--- config.mk ---
export PLATFORM = sky130hd
export DESIGN_NAME = keyboard_report_to_key_events
export DESIGN_NICKNAME = d
export VERILOG_FILES = /design/src/rtl/kbdev_pkg.sv /design/src/rtl/kbdev_diff.sv /design/src/rtl/keyboard_report_to_key_events.sv
export SDC_FILE = /design/constraint.sdc
export NUM_CORES = 1
export LEC_CHECK = 0
export BUFFER_PORTS_ARGS = -buffer_cell sky130_fd_sc_hd__buf_4
export CORE_ASPECT_RATIO = 0.5
export CORE_UTILIZATION = 50
export DETAILED_ROUTE_END_ITERATION = 12
export PLACE_DENSITY_LB_ADDON = 0.2
export SYNTH_ARGS = -nofsm -noshare
export SYNTH_HDL_FRONTEND = slang
export SYNTH_SLANG_ARGS = --single-unit
--- constraint.sdc ---
create_clock -name clock -period 11.5 [get_ports clock]
set_clock_uncertainty 0.05 [all_clocks]
set_input_delay 1.725 -clock clock [delete_from_list [all_inputs] [get_ports clock]]
set_output_delay 1.725 -clock clock [all_outputs]
set_load 0.05 [all_outputs]
--- src/rtl/kbdev_pkg.sv ---
// Shared types and constants for the keyboard report to key event block.
`default_nettype none
package kbdev_pkg;

   localparam int DEVICES     = 4;
   localparam int SLOTS       = 6;
   localparam int MOD_BITS    = 8;
   localparam int EVENTS      = MOD_BITS + 2 * SLOTS;
   localparam int DEV_IDX_W   = (DEVICES > 1) ? $clog2(DEVICES) : 1;
   localparam logic [7:0] MOD_BASE = 8'hE0;

   typedef struct packed {
      logic [1:0] device;
      logic [7:0] modifier_bits;
      logic [7:0] slot0;
      logic [7:0] slot1;
      logic [7:0] slot2;
      logic [7:0] slot3;
      logic [7:0] slot4;
      logic [7:0] slot5;
   } req_type;

   typedef struct packed {
      logic [7:0] keycode;
      logic       pressed;
      logic       last_event;
   } rsp_type;

   typedef logic [SLOTS-1:0][7:0] slots_type;

   // Pending events of one report: bit order is modifiers, breaks, makes.
   typedef struct packed {
      logic [EVENTS-1:0] mask;
      logic [7:0]        mods;
      slots_type         old_slots;
      slots_type         new_slots;
   } diff_type;

endpackage
`default_nettype wire

--- src/rtl/kbdev_diff.sv ---
// Compares a report against the stored report and flags every key event.
`default_nettype none
module kbdev_diff (
   input  wire logic               enable,
   input  wire logic [7:0]         new_mods,
   input  wire kbdev_pkg::slots_type new_slots,
   input  wire logic [7:0]         old_mods,
   input  wire kbdev_pkg::slots_type old_slots,
   output kbdev_pkg::diff_type     diff
);
   import kbdev_pkg::*;

   always_comb begin
      logic seen;
      diff.mods      = new_mods;
      diff.old_slots = old_slots;
      diff.new_slots = new_slots;
      diff.mask      = '0;
      for (int i = 0; i < MOD_BITS; i++) begin
         diff.mask[i] = enable && (new_mods[i] != old_mods[i]);
      end
      // breaks: old key absent from new report
      for (int i = 0; i < SLOTS; i++) begin
         seen = 1'b0;
         for (int j = 0; j < SLOTS; j++) begin
            seen = seen | (new_slots[j] == old_slots[i]);
         end
         diff.mask[MOD_BITS + i] = enable && (old_slots[i] != 8'd0) && !seen;
      end
      // makes: new key absent from old report
      for (int i = 0; i < SLOTS; i++) begin
         seen = 1'b0;
         for (int j = 0; j < SLOTS; j++) begin
            seen = seen | (old_slots[j] == new_slots[i]);
         end
         diff.mask[MOD_BITS + SLOTS + i] = enable && (new_slots[i] != 8'd0) && !seen;
      end
   end

endmodule
`default_nettype wire

--- src/rtl/keyboard_report_to_key_events.sv ---
// Top level: per-device keyboard report differ with a one-event-per-cycle emitter
//   that rsp_stall can hold. First event of a request passes the event buffer and
//   then the result register before it shows on rsp. Up to 20 events per request,
//   drained from the single event buffer one flagged event at a time.
// Requests that cause no event produce nothing.
// Reset: synchronous, clears all devices' stored report, the event buffer and rsp_valid.
`default_nettype none
module keyboard_report_to_key_events (
   input  wire logic               clock,
   input  wire logic               reset,
   input  wire logic               req_valid,
   output logic                    req_stall,
   input  wire kbdev_pkg::req_type req_data,
   output logic                    rsp_valid,
   input  wire logic               rsp_stall,
   output kbdev_pkg::rsp_type      rsp_data
);
   import kbdev_pkg::*;

   // per-device stored report
   logic [7:0] prev_mods_ff  [DEVICES];
   slots_type  prev_slots_ff [DEVICES];

   // event buffer for the request being drained
   logic [EVENTS-1:0] buf_mask_ff, buf_mask_in;
   logic [7:0]        buf_mods_ff;
   slots_type         buf_old_ff, buf_new_ff;

   // result register
   logic    rsp_valid_ff, rsp_valid_in;
   rsp_type rsp_data_ff, rsp_data_in;

   logic                 req_acc, dev_ok, pop, pop_last, buf_has;
   logic [DEV_IDX_W-1:0] dev_idx;
   slots_type            cur_slots;
   diff_type             diff;
   logic [EVENTS-1:0]    sel, rest;

   assign dev_idx = req_data.device[DEV_IDX_W-1:0];
   assign dev_ok  = 32'(req_data.device) < DEVICES;

   // slot fields beyond SLOTS are ignored
   always_comb begin
      slots_type all_slots;
      logic [5:0][7:0] fields;
      fields = {req_data.slot5, req_data.slot4, req_data.slot3,
                req_data.slot2, req_data.slot1, req_data.slot0};
      all_slots = '0;
      for (int i = 0; i < SLOTS; i++) begin
         if (i < 6) begin
            all_slots[i] = fields[i];
         end
      end
      cur_slots = all_slots;
   end

   kbdev_diff u_diff (
      .enable    (dev_ok),
      .new_mods  (req_data.modifier_bits),
      .new_slots (cur_slots),
      .old_mods  (prev_mods_ff[dev_idx]),
      .old_slots (prev_slots_ff[dev_idx]),
      .diff      (diff)
   );

   // pick lowest flagged event; it is the last one if nothing is left after it
   assign buf_has  = |buf_mask_ff;
   assign sel      = buf_mask_ff & (~buf_mask_ff + EVENTS'(1));
   assign rest     = buf_mask_ff & ~sel;
   assign pop_last = (rest == '0);
   assign pop      = buf_has && (!rsp_valid_ff || !rsp_stall);

   // take a new request once the buffer is empty or hands off its last event now
   assign req_stall = buf_has && !(pop && pop_last);
   assign req_acc   = req_valid && !req_stall;

   always_comb begin
      logic [7:0] code;
      logic       lvl;
      code = '0;
      lvl  = 1'b0;
      for (int k = 0; k < MOD_BITS; k++) begin
         if (sel[k]) begin
            code = code | (MOD_BASE + 8'(k));
            lvl  = lvl | buf_mods_ff[k];
         end
      end
      for (int k = 0; k < SLOTS; k++) begin
         if (sel[MOD_BITS + k]) begin
            code = code | buf_old_ff[k];
         end
         if (sel[MOD_BITS + SLOTS + k]) begin
            code = code | buf_new_ff[k];
            lvl  = 1'b1;
         end
      end
      rsp_data_in.keycode    = code;
      rsp_data_in.pressed    = lvl;
      rsp_data_in.last_event = pop_last;
   end

   always_comb begin
      rsp_valid_in = rsp_valid_ff;
      if (pop) begin
         rsp_valid_in = 1'b1;
      end else if (!rsp_stall) begin
         rsp_valid_in = 1'b0;
      end
      buf_mask_in = buf_mask_ff;
      if (req_acc) begin
         buf_mask_in = diff.mask;
      end else if (pop) begin
         buf_mask_in = rest;
      end
   end

   always_ff @(posedge clock) begin
      if (reset) begin
         rsp_valid_ff <= 1'b0;
         buf_mask_ff  <= '0;
         for (int d = 0; d < DEVICES; d++) begin
            prev_mods_ff[d]  <= '0;
            prev_slots_ff[d] <= '0;
         end
      end else begin
         rsp_valid_ff <= rsp_valid_in;
         buf_mask_ff  <= buf_mask_in;
         if (req_acc && dev_ok) begin
            prev_mods_ff[dev_idx]  <= req_data.modifier_bits;
            prev_slots_ff[dev_idx] <= cur_slots;
         end
      end
   end

   // payload registers, no reset
   always_ff @(posedge clock) begin
      if (pop) begin
         rsp_data_ff <= rsp_data_in;
      end
      if (req_acc) begin
         buf_mods_ff <= diff.mods;
         buf_old_ff  <= diff.old_slots;
         buf_new_ff  <= diff.new_slots;
      end
   end

   assign rsp_valid = rsp_valid_ff;
   assign rsp_data  = rsp_data_ff;

   // final event of a report leaves the buffer empty unless a new request came in
   a_last_empties: assert property (@(posedge clock) disable iff (reset)
      (pop && pop_last && !req_acc) |=> (buf_mask_ff == '0))
      else $error("buffer not empty after final event");

   // an event that is not last leaves more work behind
   a_more_pending: assert property (@(posedge clock) disable iff (reset)
      (pop && !pop_last) |=> buf_has)
      else $error("events lost after non-final event");

   // no output appears without a buffered event
   a_no_phantom: assert property (@(posedge clock) disable iff (reset)
      (!buf_has && !(rsp_valid_ff && rsp_stall)) |=> !rsp_valid_ff)
      else $error("result without pending event");

endmodule
`default_nettype wire
---- Yosys cells after proc, flatten, opt, wreduce, memory -nomap -nowiden ----
Memory sizes are Yosys's and may differ from the RTL's.
Index checks and enable logic that the tools add are counted.
storage, ports and cells
  memories ................................ 2
  word-level logic and storage cells ...... 279
  bits of input ports ..................... 62
  output and inout bits ................... 12
  bits in registers ....................... 135
  RAM bits ................................ 224
memories
  memory         depth  width  read ports  clocked after Yosys merged registers in  wr ports  line                                 text
  prev_slots_ff  4      48     1           0                                        4         keyboard_report_to_key_events.sv:22  slots_type prev_slots_ff [DEVICES];
  prev_mods_ff   4      8      1           0                                        4         keyboard_report_to_key_events.sv:21  logic [7:0] prev_mods_ff [DEVICES];
operators by class
  reduce and logical (&&, ||, !) cells .... 51
  bitwise logic cells ..................... 83
  eq/ne operators ......................... 81
  multiplexer cells ....................... 43
  $add $sub $neg .......................... 1
operator list
  kind                                            count
  equality test 8 bit                             72
  2-to-1 mux 8 bit                                21
  bitwise OR 8 bit                                12
  nonzero test 8 bit                              12
  bitwise OR 1 bit                                67
  2-to-1 mux 48 bit                               1
  OR reduction 48 bit                             1
  bitwise AND 20 bit                              2
  2-to-1 mux 20 bit                               2
  NOT 20 bit                                      2
  adder 20 x 1 -> 20 bit (second input constant)  1
  logical NOT 20 bit                              1
  OR reduction 20 bit                             1
  2-to-1 mux 1 bit                                17
  logical AND 1 bit                               16
  logical NOT 1 bit                               16
  != test 1 bit                                   8
  OR reduction 8 bit                              1
  OR reduction 6 bit                              1
  2-to-1 mux 2 bit                                2
  != test 2 x 1 -> 1 bit (second input constant)  1
  nonzero test 2 bit                              1
  logical OR 1 bit                                1

---- Depth between registers and ports, before layout ----
  depth after elaboration ................. 35
  gate-level depth with buffers ........... 11
  depth with buffers taken out ............ 8

---- Cells and area by module ----
Synthesis repeated with hierarchy kept, for this count alone.
unflattened totals
  cells, all modules ...................... 1655
  area, all modules ....................... 21868.5 um^2
modules (own cells, without submodules)
  module                         cells an instance  instances  area each (um^2)
  keyboard_report_to_key_events  982                1          16638.5
  kbdev_diff                     673                1          5230.0

---- Least setup slack after synthesis ----
Ideal clock, no wire load.
  path kind ............................... input -> register
  start point ............................. input req_data[57] (netlist name)
  end point ............................... memory prev_mods_ff[3][0] (enable)
  data arrival time ....................... 7.082 ns
  cell stages on the path ................. 6
  setup slack ............................. 3.821 ns
  path through ............................ clkbuf_1 clkbuf_1 buf_1 clkbuf_1 nand2_1 o21ai_0
RTL lines
  what             line                                 text
  start, declared  keyboard_report_to_key_events.sv:13  input wire kbdev_pkg::req_type req_data,
  end, declared    keyboard_report_to_key_events.sv:21

---- Final worst setup path ----
  start point ............................. register buf_mask_ff[9]
  end point ............................... output req_stall
between the ends
  longest elaborated chain between the ends .. 9
  elaborated cells on any way between the ends .. 11
RTL lines
  what                    line                                  text
  start, declared         keyboard_report_to_key_events.sv:25   logic [EVENTS-1:0] buf_mask_ff, buf_mask_in;
  start signal, assigned  keyboard_report_to_key_events.sv:127  buf_mask_ff <= buf_mask_in;
  NOT 20 bit              keyboard_report_to_key_events.sv:68   assign sel = buf_mask_ff & (~buf_mask_ff + EVENTS'(1));
  adder 20 x 1 -> 20 bit  keyboard_report_to_key_events.sv:68
  bitwise AND 20 bit      keyboard_report_to_key_events.sv:68
  NOT 20 bit              keyboard_report_to_key_events.sv:69   assign rest = buf_mask_ff & ~sel;
  bitwise AND 20 bit      keyboard_report_to_key_events.sv:69
  logical NOT 20 bit      keyboard_report_to_key_events.sv:70   assign pop_last = (rest == '0);
  logical AND 1 bit       keyboard_report_to_key_events.sv:74   assign req_stall = buf_has && !(pop && pop_last);
  logical NOT 1 bit       keyboard_report_to_key_events.sv:74
  logical AND 1 bit (*)   keyboard_report_to_key_events.sv:74
  end, declared           keyboard_report_to_key_events.sv:12   output logic req_stall,
Every way passes the cells marked *; elsewhere a longest branch is shown, timed or not.

==> results.txt <==
Status -> finished clean
Unrepaired setup endpoints after global routing -> no
GRT busiest layer -> met2
R2R Path Start -> buf_mask_ff[9]
Multi-input gate area -> 7710 um^2
Drt wl/cell -> 31.6 um
Worst-Skew Late Latency -> 0.55 ns
Ports -> 74
CP Launch Type -> register
DRC Markers -> 0
RePlAce Congestion -> 0.994
All-Layer GR Usage -> 0.322
Clk pin slew, worst setup/hold paths -> 0.07 ns
Slowest-stage cell, CP -> o31ai_4
CTS tree -> done
Hold Path Cell Cnt -> 2
Crit path kind -> reg -> out
Critical Path Sink Type -> output pin
Tot Pwr -> 5.14 mW
Slew margin rel. -> 0.170
Layout cell share with drive strength beyond 1 -> 0.144
Synth unique cells -> 61
Syn_nets -> 1542
Async set-reset flop share out of synthesis -> 0
HPWL Detailed -> 39.3 mm
Clock Sink Count -> 359
Post-Syn Instances -> 1480
Sw frac -> 0.381
Die height -> 140 um
FF+latch area -> 10600 um^2
Yosys reg bits -> 359
Largest net degree at the start of global routing -> 87
Met1 Track Usage GR -> 0.468
Max Root-Sink Buffers -> 3
Worst path max stage delay -> 0.65 ns
Hold-fix buffers, CTS -> 0
Starting Density -> 0.518
Hold Violations, Final -> 0
Final setup TNS -> 0 ns
Worst vdd ir -> 0.000155 V
Initial DRC Count -> 1893
Layout area overhead -> 8.86%
Vias -> 12692
Via density -> 6.48
Path depth of the worst reg2reg path -> 8
Pwr/cell area -> 249 nW/um^2
Fillers -> 2994
Hold Path Class -> reg -> reg
Remaining Overflow, GRT -> 0
Worst slew pin tran -> 1.24 ns
Number of synthesized flops with an enable pin -> 338
Core area -> 36600 um^2
Routing usage on met3 -> 0.0620
RR Endpoint -> prev_slots_ff[0][6]
CTS root buf -> clkbuf_16
Final ANT Viol Nets -> 0
Final core utilization -> 0.564
Leak -> 6.76 nW
Clock power share -> 0.215
Full die area -> 38800 um^2
CP max FO -> 11
Die span in x -> 277 um
Worst hold slack -> 0.486 ns
Final Cycle Share -> 0.477
# nets final -> 1512
Combinational fraction of design power -> 0.361
Port Buffer Count -> 73
H-Tree Depth -> 2
Post-Route WL -> 61.9 mm
# setup viols final -> 0
Pint -> 3.18 mW
Ys Warns -> 0
Netlist Area Pre-Place -> 19000 um^2
Critical path cell sequence -> nor3_1 > nand3_1 > a2111oi_4 > o311ai_2 > o31ai_4 > inv_4 > buf_4
F_max -> 182 MHz
Flop pwr share -> 0.424
Setup repair bufs after CTS -> 0
Max_cap viols -> 0
# rows -> 49
Synth Area per Inst -> 12.8 um^2
Vias in the first global route -> 12502
Internal reg-to-reg setup slack -> 6.46 ns
Antenna violations before repair -> 1
Synth Flop Type -> edfxtp_1
Seq/Total Area, Yosys -> 0.557
Cts repair resizes -> 0
Fin crit period -> 5.49 ns
Worst Hold End -> rsp_data[3]
DRT Pass-1 Iters -> 5
Max Slew Vio Count -> 0
Worst path required time -> 9.73 ns
N_diodes -> 0
TritonCTS buffer count -> 35
P_sw -> 1.96 mW
Met2 usage -> 0.475
First-pass GRT wire length -> 89.2 mm
Worst path arrival time -> 3.72 ns
Hold Path Origin -> buf_new_ff[41]
==> cells in the mapped netlist, types with 10 or more instances <==
cell / n / area (um^2)
clkbuf_1: 90 / 338
o21ai_0: 26 / 130
xor2_1: 10 / 87.6
nor3_1: 12 / 60.1
xnor2_1: 286 / 2500
a22oi_1: 16 / 120
o211ai_1: 10 / 75.1
nor4_1: 31 / 194
edfxtp_1: 338 / 10100
nand2_1: 31 / 116
a211oi_1: 14 / 105
buf_2: 51 / 255
nor2_1: 45 / 169
nand3_1: 17 / 85.1
and2_1: 225 / 1410
a21oi_1: 17 / 85.1
nand4_1: 73 / 457
mux4_2: 56 / 1260
dfxtp_1: 21 / 420
==> power by group through the flow <==
stage,sequential [mW],clock (mW),combinational [mW]
2_1_floorplan,2.20,0,1.24
3_3_place_gp,2.19,0,1.81
3_5_place_dp,2.20,0,1.83
4_1_cts,2.17,1.11,1.84
5_1_grt,2.21,1.16,1.97
6_report,2.18,1.10,1.86
==> worst max path at each step <==
stage | startpoint | to
after floorplan | req_data[57] | prev_mods_ff[3][0]
after global placement | req_data[56] | buf_mask_ff[18]
after detailed placement | req_data[56] | buf_mask_ff[18]
after CTS | buf_mask_ff[0] | req_stall
after global routing | buf_mask_ff[9] | req_stall
final | buf_mask_ff[9] | req_stall
==> through the flow <==
step / instances / instance area, um^2 / setup WS (ns)
2_1_floorplan: 1480 / 19000 / 3.82
3_3_place_gp: 1897 / 19600 / 6.22
3_5_place_dp: 1897 / 19600 / 6.16
4_1_cts: 1959 / 20600 / 6.12
5_1_grt: 1959 / 20600 / 5.86
6_report: 1959 / 20600 / 6.01
==> cell usage in the layout (no fill, tap or decap), drive strengths merged, types with 4 or more instances in the layout <==
cell type  instances
o21ai             26
o31ai              4
clkinv            15
edfxtp           338
o211ai            10
o311ai             5
xnor2            286
mux4              56
dfxtp             21
a22oi             16
and3               5
xor2              10
nor2              45
a2111oi            6
nand3             17
nor3b              6
a32o               5
o22ai              4
a222oi             7
nand2             31
buf               90
inv               10
nor3              15
a211oi            14
nor4              34
and2             225
a21oi             17
a221oi             4
or4                6
clkbuf            44
nand4             73
==> cell families (layout without fill, tap and decap cells) <==
family	Yosys count	count (layout)	share of synthesized area
fa+ha+maj	1	1	0.000528
mux	56	56	0.0665
simple gates	469	469	0.147
xor+xnor	296	296	0.137
buf+inv	166	161	0.0394
compound gates	133	133	0.0525
flops	359	359	0.557
==> sequential cells by signal, indices dropped and copies added (netlist names) <==
signal and flops:
prev_mods_ff 32, buf_mask_ff 20, buf_new_ff 48, prev_slots_ff 192, rsp_valid 1, rsp_data 10, buf_mods_ff 8, buf_old_ff 48
==> layout make-up <==
cell class / instances / area share
tap: 484 / 0.0293
timing repair buffer: 90 / 0.0327
clock buffer: 44 / 0.0446
sequential: 359 / 0.512
multi-input combinational: 955 / 0.374
clock inverter: 18 / 0.00582
inverter: 9 / 0.00188
==> layer usage <==
layer,wire [um],vias to the layer above
li1,-,5328
met1,26000,6482
met2,26700,706
met3,6590,176
met4,2580,0
met5,0,-
==> critical path: cells and delay by family (launching register included) <==
kind	cells	cell delay, ns
compound gates	3	1.24
buf+inv	2	0.48
simple gates	2	0.94
flops	1	0.50
No activity file was read; power rests on OpenSTA's default activity.
